===== src/blm_pkg.sv =====
package blm_pkg;

  // Field widths fixed by the interface.
  localparam int SAMPLE_W   = 10;
  localparam int MV_W       = 16;
  localparam int DIVIDER_W  = 8;
  localparam int COUNT_W    = 4;
  localparam int CFG_IDX_W  = 2;
  localparam int CFG_DATA_W = 16;

  // Running average in millivolts with four fraction bits.
  localparam int AVG_W  = 20;
  localparam int FRAC_W = 4;

  // Full-scale ADC voltage in millivolts.
  localparam int              FULL_SCALE_W  = 12;
  localparam logic [11:0]     FULL_SCALE_MV = 12'd3000;

  // Configuration register indexes.
  localparam logic [CFG_IDX_W-1:0] CFG_CUT_MV      = 2'd0;
  localparam logic [CFG_IDX_W-1:0] CFG_DIVIDER_Q4  = 2'd1;
  localparam logic [CFG_IDX_W-1:0] CFG_NEEDED_LOWS = 2'd2;

  // Configuration reset values.
  localparam logic [MV_W-1:0]      CUT_MV_RESET      = 16'd3300;
  localparam logic [DIVIDER_W-1:0] DIVIDER_Q4_RESET  = 8'd32;
  localparam logic [COUNT_W-1:0]   NEEDED_LOWS_RESET = 4'd8;
  localparam logic [COUNT_W-1:0]   LOW_RUN_MAX       = 4'd15;

  typedef struct packed {
    logic                usb_present;
    logic [SAMPLE_W-1:0] adc_sample;
  } blm_in_t;

  typedef struct packed {
    logic [MV_W-1:0]    battery_mv;
    logic               is_low;
    logic [COUNT_W-1:0] low_count;
    logic               sleep_request;
  } blm_out_t;

  typedef enum logic [2:0] {
    ST_IDLE,
    ST_MEAN,
    ST_MUL1,
    ST_MUL2,
    ST_FOLD,
    ST_AVG,
    ST_EMIT
  } blm_state_t;

  // Commands from the controller to the datapath.
  typedef struct packed {
    logic clear_usb;
    logic add_sample;
    logic mean_load;
    logic fold_load;
    logic fold_step;
    logic mul_first;
    logic avg_update;
    logic emit;
  } blm_cmd_t;

  // Status from the datapath to the controller.
  typedef struct packed {
    logic last_sample;
    logic fold_done;
    logic out_free;
  } blm_stat_t;

endpackage


===== src/battery_low_monitor.sv =====
// Low-battery monitor. Each transfer on the input carries one raw ADC sample
// of the battery divider (full scale 3.0 V) or, with usb_present set, notice
// of external power, which clears the low-reading run and the partial group
// and gives no result. Samples are summed in groups of SAMPLES_PER_READING;
// each complete group is reduced to its floored mean, scaled to millivolts
// with four fraction bits by the divider ratio in divider_q4, and folded into
// a running average with weight one half (any reading seeds it while the
// average is below 1 mV). One result leaves per complete group: the average
// rounded to whole millivolts (saturating at 65535), whether it is below
// cut_mv, the count of consecutive low readings (saturating at 15) and a
// sleep request once that count reaches needed_lows. The sample that
// completes a group occupies the block while it forms the mean (a shift, or
// a multiplication by the reciprocal when the group size is not a power of
// two), multiplies by the divider ratio and then by the full scale, runs the
// fold until it finishes, updates the average and loads the output register.
// The division by the ADC full-scale code, one less than a power of two,
// folds the high part of the remainder onto the low part step by step; for
// ten-bit samples this needs at most four steps. A finished result waits in
// an output register, so the input keeps taking samples while the result
// transfer is stalled; only the next result waits for that register to empty.
// Configuration registers are written through a plain write port and should
// only be changed while the block is idle.
module battery_low_monitor
  import blm_pkg::*;
#(
  parameter int SAMPLES_PER_READING = 8,
  parameter int ADC_BITS            = 10
) (
  input  logic                  clk,
  input  logic                  rst,
  input  logic                  in_valid,
  output logic                  in_ready,
  input  blm_in_t               in_data,
  output logic                  out_valid,
  input  logic                  out_ready,
  output blm_out_t              out_data,
  input  logic                  cfg_we,
  input  logic [CFG_IDX_W-1:0]  cfg_index,
  input  logic [CFG_DATA_W-1:0] cfg_data
);

  // Commands and status between the sequencer and the arithmetic.
  blm_cmd_t  cmd;
  blm_stat_t stat;

  // The controller walks each completed group through mean, multiply,
  // fold, average and output steps, and accepts input only when idle.
  blm_ctrl u_ctrl (
    .clk         (clk),
    .rst         (rst),
    .in_valid    (in_valid),
    .usb_present (in_data.usb_present),
    .in_ready    (in_ready),
    .stat        (stat),
    .cmd         (cmd)
  );

  // The datapath holds the configuration, the group sum, the folding
  // divider, the running average, the low-reading run and the output
  // register.
  blm_datapath #(
    .SAMPLES_PER_READING (SAMPLES_PER_READING),
    .ADC_BITS            (ADC_BITS)
  ) u_datapath (
    .clk        (clk),
    .rst        (rst),
    .cmd        (cmd),
    .stat       (stat),
    .adc_sample (in_data.adc_sample),
    .cfg_we     (cfg_we),
    .cfg_index  (cfg_index),
    .cfg_data   (cfg_data),
    .out_valid  (out_valid),
    .out_ready  (out_ready),
    .out_data   (out_data)
  );

endmodule


===== src/blm_ctrl.sv =====
module blm_ctrl
  import blm_pkg::*;
(
  input  logic      clk,
  input  logic      rst,
  input  logic      in_valid,
  input  logic      usb_present,
  output logic      in_ready,
  input  blm_stat_t stat,
  output blm_cmd_t  cmd
);

  blm_state_t state;
  blm_state_t state_next;

  always_ff @(posedge clk) begin
    if (rst) begin
      state <= ST_IDLE;
    end else begin
      state <= state_next;
    end
  end

  always_comb begin
    state_next = state;
    cmd        = '0;
    in_ready   = 1'b0;
    case (state)
      ST_IDLE: begin
        in_ready = 1'b1;
        if (in_valid) begin
          if (usb_present) begin
            cmd.clear_usb = 1'b1;
          end else begin
            cmd.add_sample = 1'b1;
            if (stat.last_sample) begin
              state_next = ST_MEAN;
            end
          end
        end
      end
      ST_MEAN: begin
        cmd.mean_load = 1'b1;
        state_next = ST_MUL1;
      end
      ST_MUL1: begin
        cmd.mul_first = 1'b1;
        state_next = ST_MUL2;
      end
      ST_MUL2: begin
        cmd.fold_load = 1'b1;
        state_next = ST_FOLD;
      end
      ST_FOLD: begin
        if (stat.fold_done) begin
          state_next = ST_AVG;
        end else begin
          cmd.fold_step = 1'b1;
        end
      end
      ST_AVG: begin
        cmd.avg_update = 1'b1;
        state_next = ST_EMIT;
      end
      ST_EMIT: begin
        if (stat.out_free) begin
          cmd.emit = 1'b1;
          state_next = ST_IDLE;
        end
      end
      default: begin
        state_next = ST_IDLE;
      end
    endcase
  end

endmodule


===== src/blm_datapath.sv =====
module blm_datapath
  import blm_pkg::*;
#(
  parameter int SAMPLES_PER_READING = 8,
  parameter int ADC_BITS            = 10
) (
  input  logic                  clk,
  input  logic                  rst,
  input  blm_cmd_t              cmd,
  output blm_stat_t             stat,
  input  logic [SAMPLE_W-1:0]   adc_sample,
  input  logic                  cfg_we,
  input  logic [CFG_IDX_W-1:0]  cfg_index,
  input  logic [CFG_DATA_W-1:0] cfg_data,
  output logic                  out_valid,
  input  logic                  out_ready,
  output blm_out_t              out_data
);

  localparam int LOG2_S   = $clog2(SAMPLES_PER_READING);
  localparam int SUM_W    = ADC_BITS + LOG2_S;
  localparam int IDX_W    = (LOG2_S > 0) ? LOG2_S : 1;
  localparam int EXT_W    = (ADC_BITS > SAMPLE_W) ? ADC_BITS : SAMPLE_W;
  localparam int PROD_W   = ADC_BITS + DIVIDER_W;
  localparam int NUM_W    = PROD_W + FULL_SCALE_W;
  localparam int HI_W     = NUM_W - ADC_BITS;
  localparam bit BY_SHIFT = (SAMPLES_PER_READING == (1 << LOG2_S));

  // Reciprocal of the group size, exact for every sum that fits SUM_W bits.
  localparam int     RECIP_SHIFT = SUM_W + LOG2_S;
  localparam int     RECIP_W     = SUM_W + 1;
  localparam int     MPROD_W     = SUM_W + RECIP_W;
  localparam longint RECIP_LONG  = ((longint'(1) << RECIP_SHIFT) + SAMPLES_PER_READING - 1)
                                   / SAMPLES_PER_READING;
  localparam logic [RECIP_W-1:0] RECIP_MUL = RECIP_W'(RECIP_LONG);

  localparam logic [NUM_W-1:0] ADC_MAX_N = NUM_W'((1 << ADC_BITS) - 1);
  localparam logic [IDX_W-1:0] LAST_IDX  = IDX_W'(SAMPLES_PER_READING - 1);

  // Configuration registers.
  logic [MV_W-1:0]      cut_mv;
  logic [DIVIDER_W-1:0] divider_q4;
  logic [COUNT_W-1:0]   needed_lows;

  // Reading state.
  logic [SUM_W-1:0]   sample_sum;
  logic [IDX_W-1:0]   sample_index;
  logic [AVG_W-1:0]   average_q4;
  logic [COUNT_W-1:0] low_run;

  // Arithmetic registers.
  logic [ADC_BITS-1:0] mean;
  logic [PROD_W-1:0]   prod;
  logic [NUM_W-1:0]    fold_rem;
  logic [AVG_W-1:0]    fold_quot;

  logic [ADC_BITS-1:0] sample;
  logic [MPROD_W-1:0]  mean_prod;
  logic [ADC_BITS-1:0] mean_calc;
  logic [NUM_W-1:0]    num;
  logic [HI_W-1:0]     fold_hi;
  logic [ADC_BITS-1:0] fold_lo;
  logic [AVG_W-1:0]    scaled;
  logic [AVG_W:0]      avg_sum;
  logic [AVG_W:0]      mv_round;
  logic [MV_W-1:0]     mv;
  logic                is_low;
  logic [COUNT_W-1:0]  low_run_next;

  assign sample = ADC_BITS'(EXT_W'(adc_sample));

  assign mean_prod = MPROD_W'(sample_sum) * MPROD_W'(RECIP_MUL);

  always_comb begin
    if (BY_SHIFT) begin
      mean_calc = ADC_BITS'(sample_sum >> LOG2_S);
    end else begin
      mean_calc = ADC_BITS'(mean_prod >> RECIP_SHIFT);
    end
  end

  // Division by 2^ADC_BITS - 1: each step moves the high part of the
  // remainder into the quotient and adds it back onto the low part.
  assign num     = NUM_W'(prod) * NUM_W'(FULL_SCALE_MV);
  assign fold_hi = fold_rem[NUM_W-1:ADC_BITS];
  assign fold_lo = fold_rem[ADC_BITS-1:0];
  assign scaled  = fold_quot + AVG_W'(fold_rem == ADC_MAX_N);

  assign avg_sum  = {1'b0, average_q4} + {1'b0, scaled};
  assign mv_round = ({1'b0, average_q4} + (AVG_W + 1)'(1 << (FRAC_W - 1))) >> FRAC_W;
  assign mv       = (mv_round > (AVG_W + 1)'({MV_W{1'b1}})) ? {MV_W{1'b1}}
                                                           : mv_round[MV_W-1:0];
  assign is_low   = (mv < cut_mv);

  always_comb begin
    if (!is_low) begin
      low_run_next = '0;
    end else if (low_run == LOW_RUN_MAX) begin
      low_run_next = LOW_RUN_MAX;
    end else begin
      low_run_next = low_run + 1'b1;
    end
  end

  assign stat.last_sample = (sample_index == LAST_IDX);
  assign stat.fold_done   = (fold_hi == '0);
  assign stat.out_free    = !out_valid || out_ready;

  always_ff @(posedge clk) begin
    if (rst) begin
      cut_mv      <= CUT_MV_RESET;
      divider_q4  <= DIVIDER_Q4_RESET;
      needed_lows <= NEEDED_LOWS_RESET;
    end else if (cfg_we) begin
      case (cfg_index)
        CFG_CUT_MV:      cut_mv      <= cfg_data[MV_W-1:0];
        CFG_DIVIDER_Q4:  divider_q4  <= cfg_data[DIVIDER_W-1:0];
        CFG_NEEDED_LOWS: needed_lows <= cfg_data[COUNT_W-1:0];
        default: begin
        end
      endcase
    end
  end

  always_ff @(posedge clk) begin
    if (rst) begin
      sample_sum   <= '0;
      sample_index <= '0;
      average_q4   <= '0;
      low_run      <= '0;
      out_valid    <= 1'b0;
    end else begin
      if (cmd.clear_usb) begin
        sample_sum   <= '0;
        sample_index <= '0;
        low_run      <= '0;
      end
      if (cmd.add_sample) begin
        sample_sum   <= sample_sum + SUM_W'(sample);
        sample_index <= stat.last_sample ? '0 : sample_index + 1'b1;
      end
      if (cmd.mean_load) begin
        sample_sum <= '0;
      end
      if (cmd.avg_update) begin
        if (average_q4 < AVG_W'(1 << FRAC_W)) begin
          average_q4 <= scaled;
        end else begin
          average_q4 <= avg_sum[AVG_W:1];
        end
      end
      if (cmd.emit) begin
        low_run   <= low_run_next;
        out_valid <= 1'b1;
      end else if (out_ready) begin
        out_valid <= 1'b0;
      end
    end
  end

  always_ff @(posedge clk) begin
    if (cmd.mean_load) begin
      mean <= mean_calc;
    end
    if (cmd.mul_first) begin
      prod <= PROD_W'(mean) * PROD_W'(divider_q4);
    end
    if (cmd.fold_load) begin
      fold_rem  <= num;
      fold_quot <= '0;
    end else if (cmd.fold_step) begin
      fold_quot <= fold_quot + AVG_W'(fold_hi);
      fold_rem  <= NUM_W'(fold_lo) + NUM_W'(fold_hi);
    end
    if (cmd.emit) begin
      out_data.battery_mv    <= mv;
      out_data.is_low        <= is_low;
      out_data.low_count     <= low_run_next;
      out_data.sleep_request <= is_low && (low_run_next >= needed_lows);
    end
  end

  // Once the fold has finished, the remainder is at most the full-scale code.
  assert property (@(posedge clk) disable iff (rst)
    cmd.avg_update |-> (fold_rem <= ADC_MAX_N))
    else $error("fold remainder out of range");

  // A result is only loaded when the output register can take it.
  assert property (@(posedge clk) disable iff (rst)
    cmd.emit |-> (!out_valid || out_ready))
    else $error("result overwrote an untaken result");

  // A low reading always has a non-zero run, a healthy one a cleared run.
  assert property (@(posedge clk) disable iff (rst)
    out_valid |-> (out_data.is_low == (out_data.low_count != '0)))
    else $error("low run disagrees with low flag");

  // Sleep is only requested on a low reading.
  assert property (@(posedge clk) disable iff (rst)
    (out_valid && out_data.sleep_request) |-> out_data.is_low)
    else $error("sleep requested on a healthy reading");

endmodule


===== config.mk =====
export PLATFORM = sky130hd
export DESIGN_NAME = battery_low_monitor
export DESIGN_NICKNAME = d
export VERILOG_FILES = /design/src/blm_pkg.sv /design/src/battery_low_monitor.sv /design/src/blm_ctrl.sv /design/src/blm_datapath.sv
export SDC_FILE = /design/constraint.sdc
export NUM_CORES = 1
export LEC_CHECK = 0
export BUFFER_PORTS_ARGS = -buffer_cell sky130_fd_sc_hd__clkbuf_2
export CAP_MARGIN = 40
export CORE_ASPECT_RATIO = 0.9
export CORE_MARGIN = 5
export CORE_UTILIZATION = 60
export CTS_CLUSTER_SIZE = 25
export DETAILED_ROUTE_END_ITERATION = 10
export HOLD_SLACK_MARGIN = 0.05
export PLACE_DENSITY_LB_ADDON = 0.1
export RECOVER_POWER = 100
export SLEW_MARGIN = 20
export SYNTH_ARGS = -nofsm -noshare
export SYNTH_HDL_FRONTEND = slang
export SYNTH_SLANG_ARGS = --single-unit

===== constraint.sdc =====
create_clock -name clk -period 5.05 [get_ports clk]
set_input_delay 0.2525 -clock clk [delete_from_list [all_inputs] [get_ports clk]]
set_output_delay 0.2525 -clock clk [all_outputs]
set_load 0.005 [all_outputs]

==> impl_metrics.py <==
metrics = {
    "final_layout": {
        "nFillCells": 2302,
        "syn_to_final_growth_pct": 8.74,
        "utilization_pct": 65.8,
        "multi_input_area_um2": 11000,
        "final_nets": 2209,
        "stdcell_area_um2": 17700,
        "antenna_cells": 0,
        "drive_gt1_share_pct": 6.82,
        "regArea_um2": 4220,
    },
    "yosys": {
        "syn_area_um2": 16300,
        "synth_top_cell_by_area": "fa_1",
        "synth-seq-cells": 172,
        "synth_cells": 1775,
        "async_reset_ff_share_pct": 0,
        "synth_edf_count": 77,
        "yosysMostFrequentCell": "inv_1",
        "synth_area_leaders": "fa_1 (16%), ha_1 (15%), edfxtp_1 (14%)",
        "avgSynthCellArea_um2": 9.16,
        "synth_commonest_cells": "inv_1 (229), ha_1 (196), nand2_1 (161), fa_1 (130), nor2_1 (124)",
        "ys_types": 74,
        "ys_seq_area_share_pct": 25.9,
        "synth-main-ff-cell": "dfxtp_1",
        "synth_nets": 2135,
        "synth_warnings": 0,
        "synth_top_area_share_pct": 16.0,
    },
    "min_path": {
        "min_path_type": "in -> reg",
        "min_path_cells": 2,
        "hold_path_startpoint": "cfg_data[2]",
    },
    "place": {
        "io_buffer_count": 57,
        "place.gp.congestion": 0.889,
        "hpwl_mm": 27.7,
        "placed_area_um2": 17100,
    },
    "critical_path": {
        "startpoint_type": "flop",
        "reg2regPathDepth": 16,
        "cp-startpoint": "u_datapath.prod[5]",
        "cp.arrival_ns": 4.90,
        "critical_path_class": "reg -> reg",
        "required_ns": 5.17,
        "slowest_delay_ns": 0.53,
        "crit_slowest_cell": "fa_1",
        "crit_path_frequent_cell": "fa_1",
        "endpoint_kind": "flop",
        "regToRegStartpoint": "u_datapath.prod[5]",
        "crit_chain": "clkbuf_4 > fa_1 > ha_1 > ha_1 > inv_1 > fa_1 > inv_1 > fa_1 > a21o_1 > a21oi_1 > o21ai_0 > a31oi_1 > nor2_1 > or4_1 > nand2_1 > o22ai_1",
        "path_max_fanout": 6,
    },
    "clocking": {
        "cts_buffer_depth": 2,
        "insertion_delay_ns": 0.44,
        "htreeDepth": 4,
        "clkSinkCount": 172,
        "cts_tree": "done",
        "cts_buffers": 17,
        "root_buffer": "clkbuf_16",
        "clkTransAtPathRegs_ns": 0.07,
    },
    "sta": {
        "grt_setup_unrepaired": "yes",
        "clock_skew_ns": 0.0141,
        "hold_viol_final": 0,
        "post-route-period-util_pct": 94.6,
        "slew_headroom_pct": -60.0,
        "setup_viol": 0,
        "tightest_slew_ns": 2.40,
        "drv_slew": 98,
        "period_minus_slack_ns": 4.78,
        "fmax_ghz": 0.209,
    },
    "floorplan": {
        "die_y_um": 166,
        "start_util_pct": 60.5,
        "io_pins": 58,
        "row_count": 57,
        "dieArea_um2": 30500,
        "die_x_um": 184,
        "core_um2": 26900,
    },
    "global_routing": {
        "grt_max_degree": 52,
        "antenna_found_initial": 0,
        "gr-total-overflow": 0,
        "grt_usage_pct": 23.8,
        "grt_pass1_wl_mm": 60.6,
        "grt_pass1_vias": 12400,
    },
    "drt": {
        "drc_errors": 0,
        "drtIter0Drc": 716,
        "antenna_left": 0,
        "drt_first_pass_iters": 5,
        "routed_wl_mm": 35.4,
        "wl_per_cell_um": 16.0,
        "num_vias": 12600,
        "via_per_inst": 5.70,
    },
    "power": {
        "power_w": 0.00305,
        "leakage_nw": 8.22,
        "vdd_drop_max_mv": 0.240,
        "powerDensity_nw_per_um2": 173,
    },
    "run": {
        "cap_violations": 2,
    },
    "outcome": {
        "violations": "max-capacitance violations, max-slew violations",
        "status": "complete, but fails checks",
    },
}
## layer usage
| metal | global-route usage, % | routed length, um |
|---|---|---|
| met5 | 0 | 0 |
| met4 | 5.25 | 527 |
| met3 | 3.33 | 1050 |
| met2 | 40.4 | 17600 |
| met1 | 32.5 | 16200 |
## state kept, by name, summed over array words and instances, names as in the netlist
| signal | flops |
|---|---|
| u_datapath.fold_rem | 30 |
| u_datapath.out_data | 22 |
| u_datapath.average_q4 | 20 |
| u_datapath.fold_quot | 20 |
| u_datapath.prod | 18 |
| u_datapath.cut_mv | 16 |
| u_datapath.sample_sum | 13 |
| u_datapath.mean | 10 |
| u_datapath.divider_q4 | 8 |
| u_datapath.low_run | 4 |
| u_datapath.needed_lows | 4 |
| u_ctrl.state | 3 |
| u_datapath.sample_index | 3 |
| u_datapath.out_valid | 1 |
## worst max-delay path, delay by kind of cell, from the launching register on
family / cells / cell delay [ns]
compound gates: 5 / 1.05
fa+ha+maj: 5 / 2.02
buf+inv: 3 / 0.32
flops: 1 / 0.52
simple gates: 3 / 0.55
## power breakdown
part	internal [W]	switching (W)
Clock	0.000719	0.000619
Combinational	0.000108	0.000137
Sequential	0.00146	0.0000113
## final cells by class
type                    instances  area share [%]
clock buffers                  18            2.55
clock inverters                14           0.757
inverters                     229            4.86
multi-input cells            1328            62.1
flip-flops and latches        172            23.8
well taps                     354            2.50
repair buffers                101            3.38
## cells by family (layout without fill, tap and decap cells)
family                     after synthesis  in the layout  synth area share, %
AOI/OAI and AO/OA                      346            346                 13.8
muxes                                   17             17                 1.05
and+or+nand+nor                        531            531                 15.9
DFF                                    172            172                 25.9
buffers and inverters                  275            362                 6.37
xor gates and xnor gates               108            108                 5.82
adders and majority gates              326            326                 31.1
## metrics by stage
stage	std cells	setup TNS (ns)	hold WS [ns]	worst slack [ns]
after floorplan	1775	0	0.370	0.456
after detailed placement	2169	0	0.449	0.219
after global routing	2216	-0.00239	0.0739	-0.00239
after CTS	2210	0	0.0680	0.106
after global placement	2166	0	0.444	0.269
final	2216	0	0.0916	0.272
## what timing repair did
| item | in CTS | in global routing |
|---|---|---|
| setup endpoints to repair | 0 | 5 |
| buffers inserted | 0 | 6 |
| hold buffers | 9 | 0 |
| resized for setup | 0 | 6 |
| hold endpoints to repair | 9 | 0 |
## layout by cell type (no fill, tap or decap), types with 11 or more instances in the layout
cell type,synthesis,layout
nand2b_1,13,13
inv_1,229,229
xor2_1,41,41
ha_1,196,196
nor2b_1,18,18
a21oi_1,110,111
nor2_1,124,124
dfxtp_1,95,92
nand2_1,161,161
nand4_1,17,18
and2_1,51,46
o21ai_0,53,55
nand3_1,39,39
mux2i_1,16,16
or3_1,13,13
xnor2_1,67,67
a21o_1,34,34
clkbuf_16,0,18
o21a_1,15,15
nor3_1,29,29
edfxtp_1,77,77
a211o_1,11,11
a31oi_1,14,14
fa_1,130,130
o21bai_1,10,11
clkbuf_1,38,19
o22ai_1,14,14
buf_4,0,25
clkbuf_2,2,46
and3_1,22,22
a211oi_1,19,18
nor4_1,15,16
## final timing paths
path	end	slack [ns]
worst max-delay path	u_datapath.fold_rem[19]	0.27
worst min-delay path	u_datapath.cut_mv[2]	0.09
worst max register to register	u_datapath.fold_rem[19]	0.27
worst min register to register	u_datapath.cut_mv[3]	0.46
No activity file was read; power rests on OpenSTA's default activity.
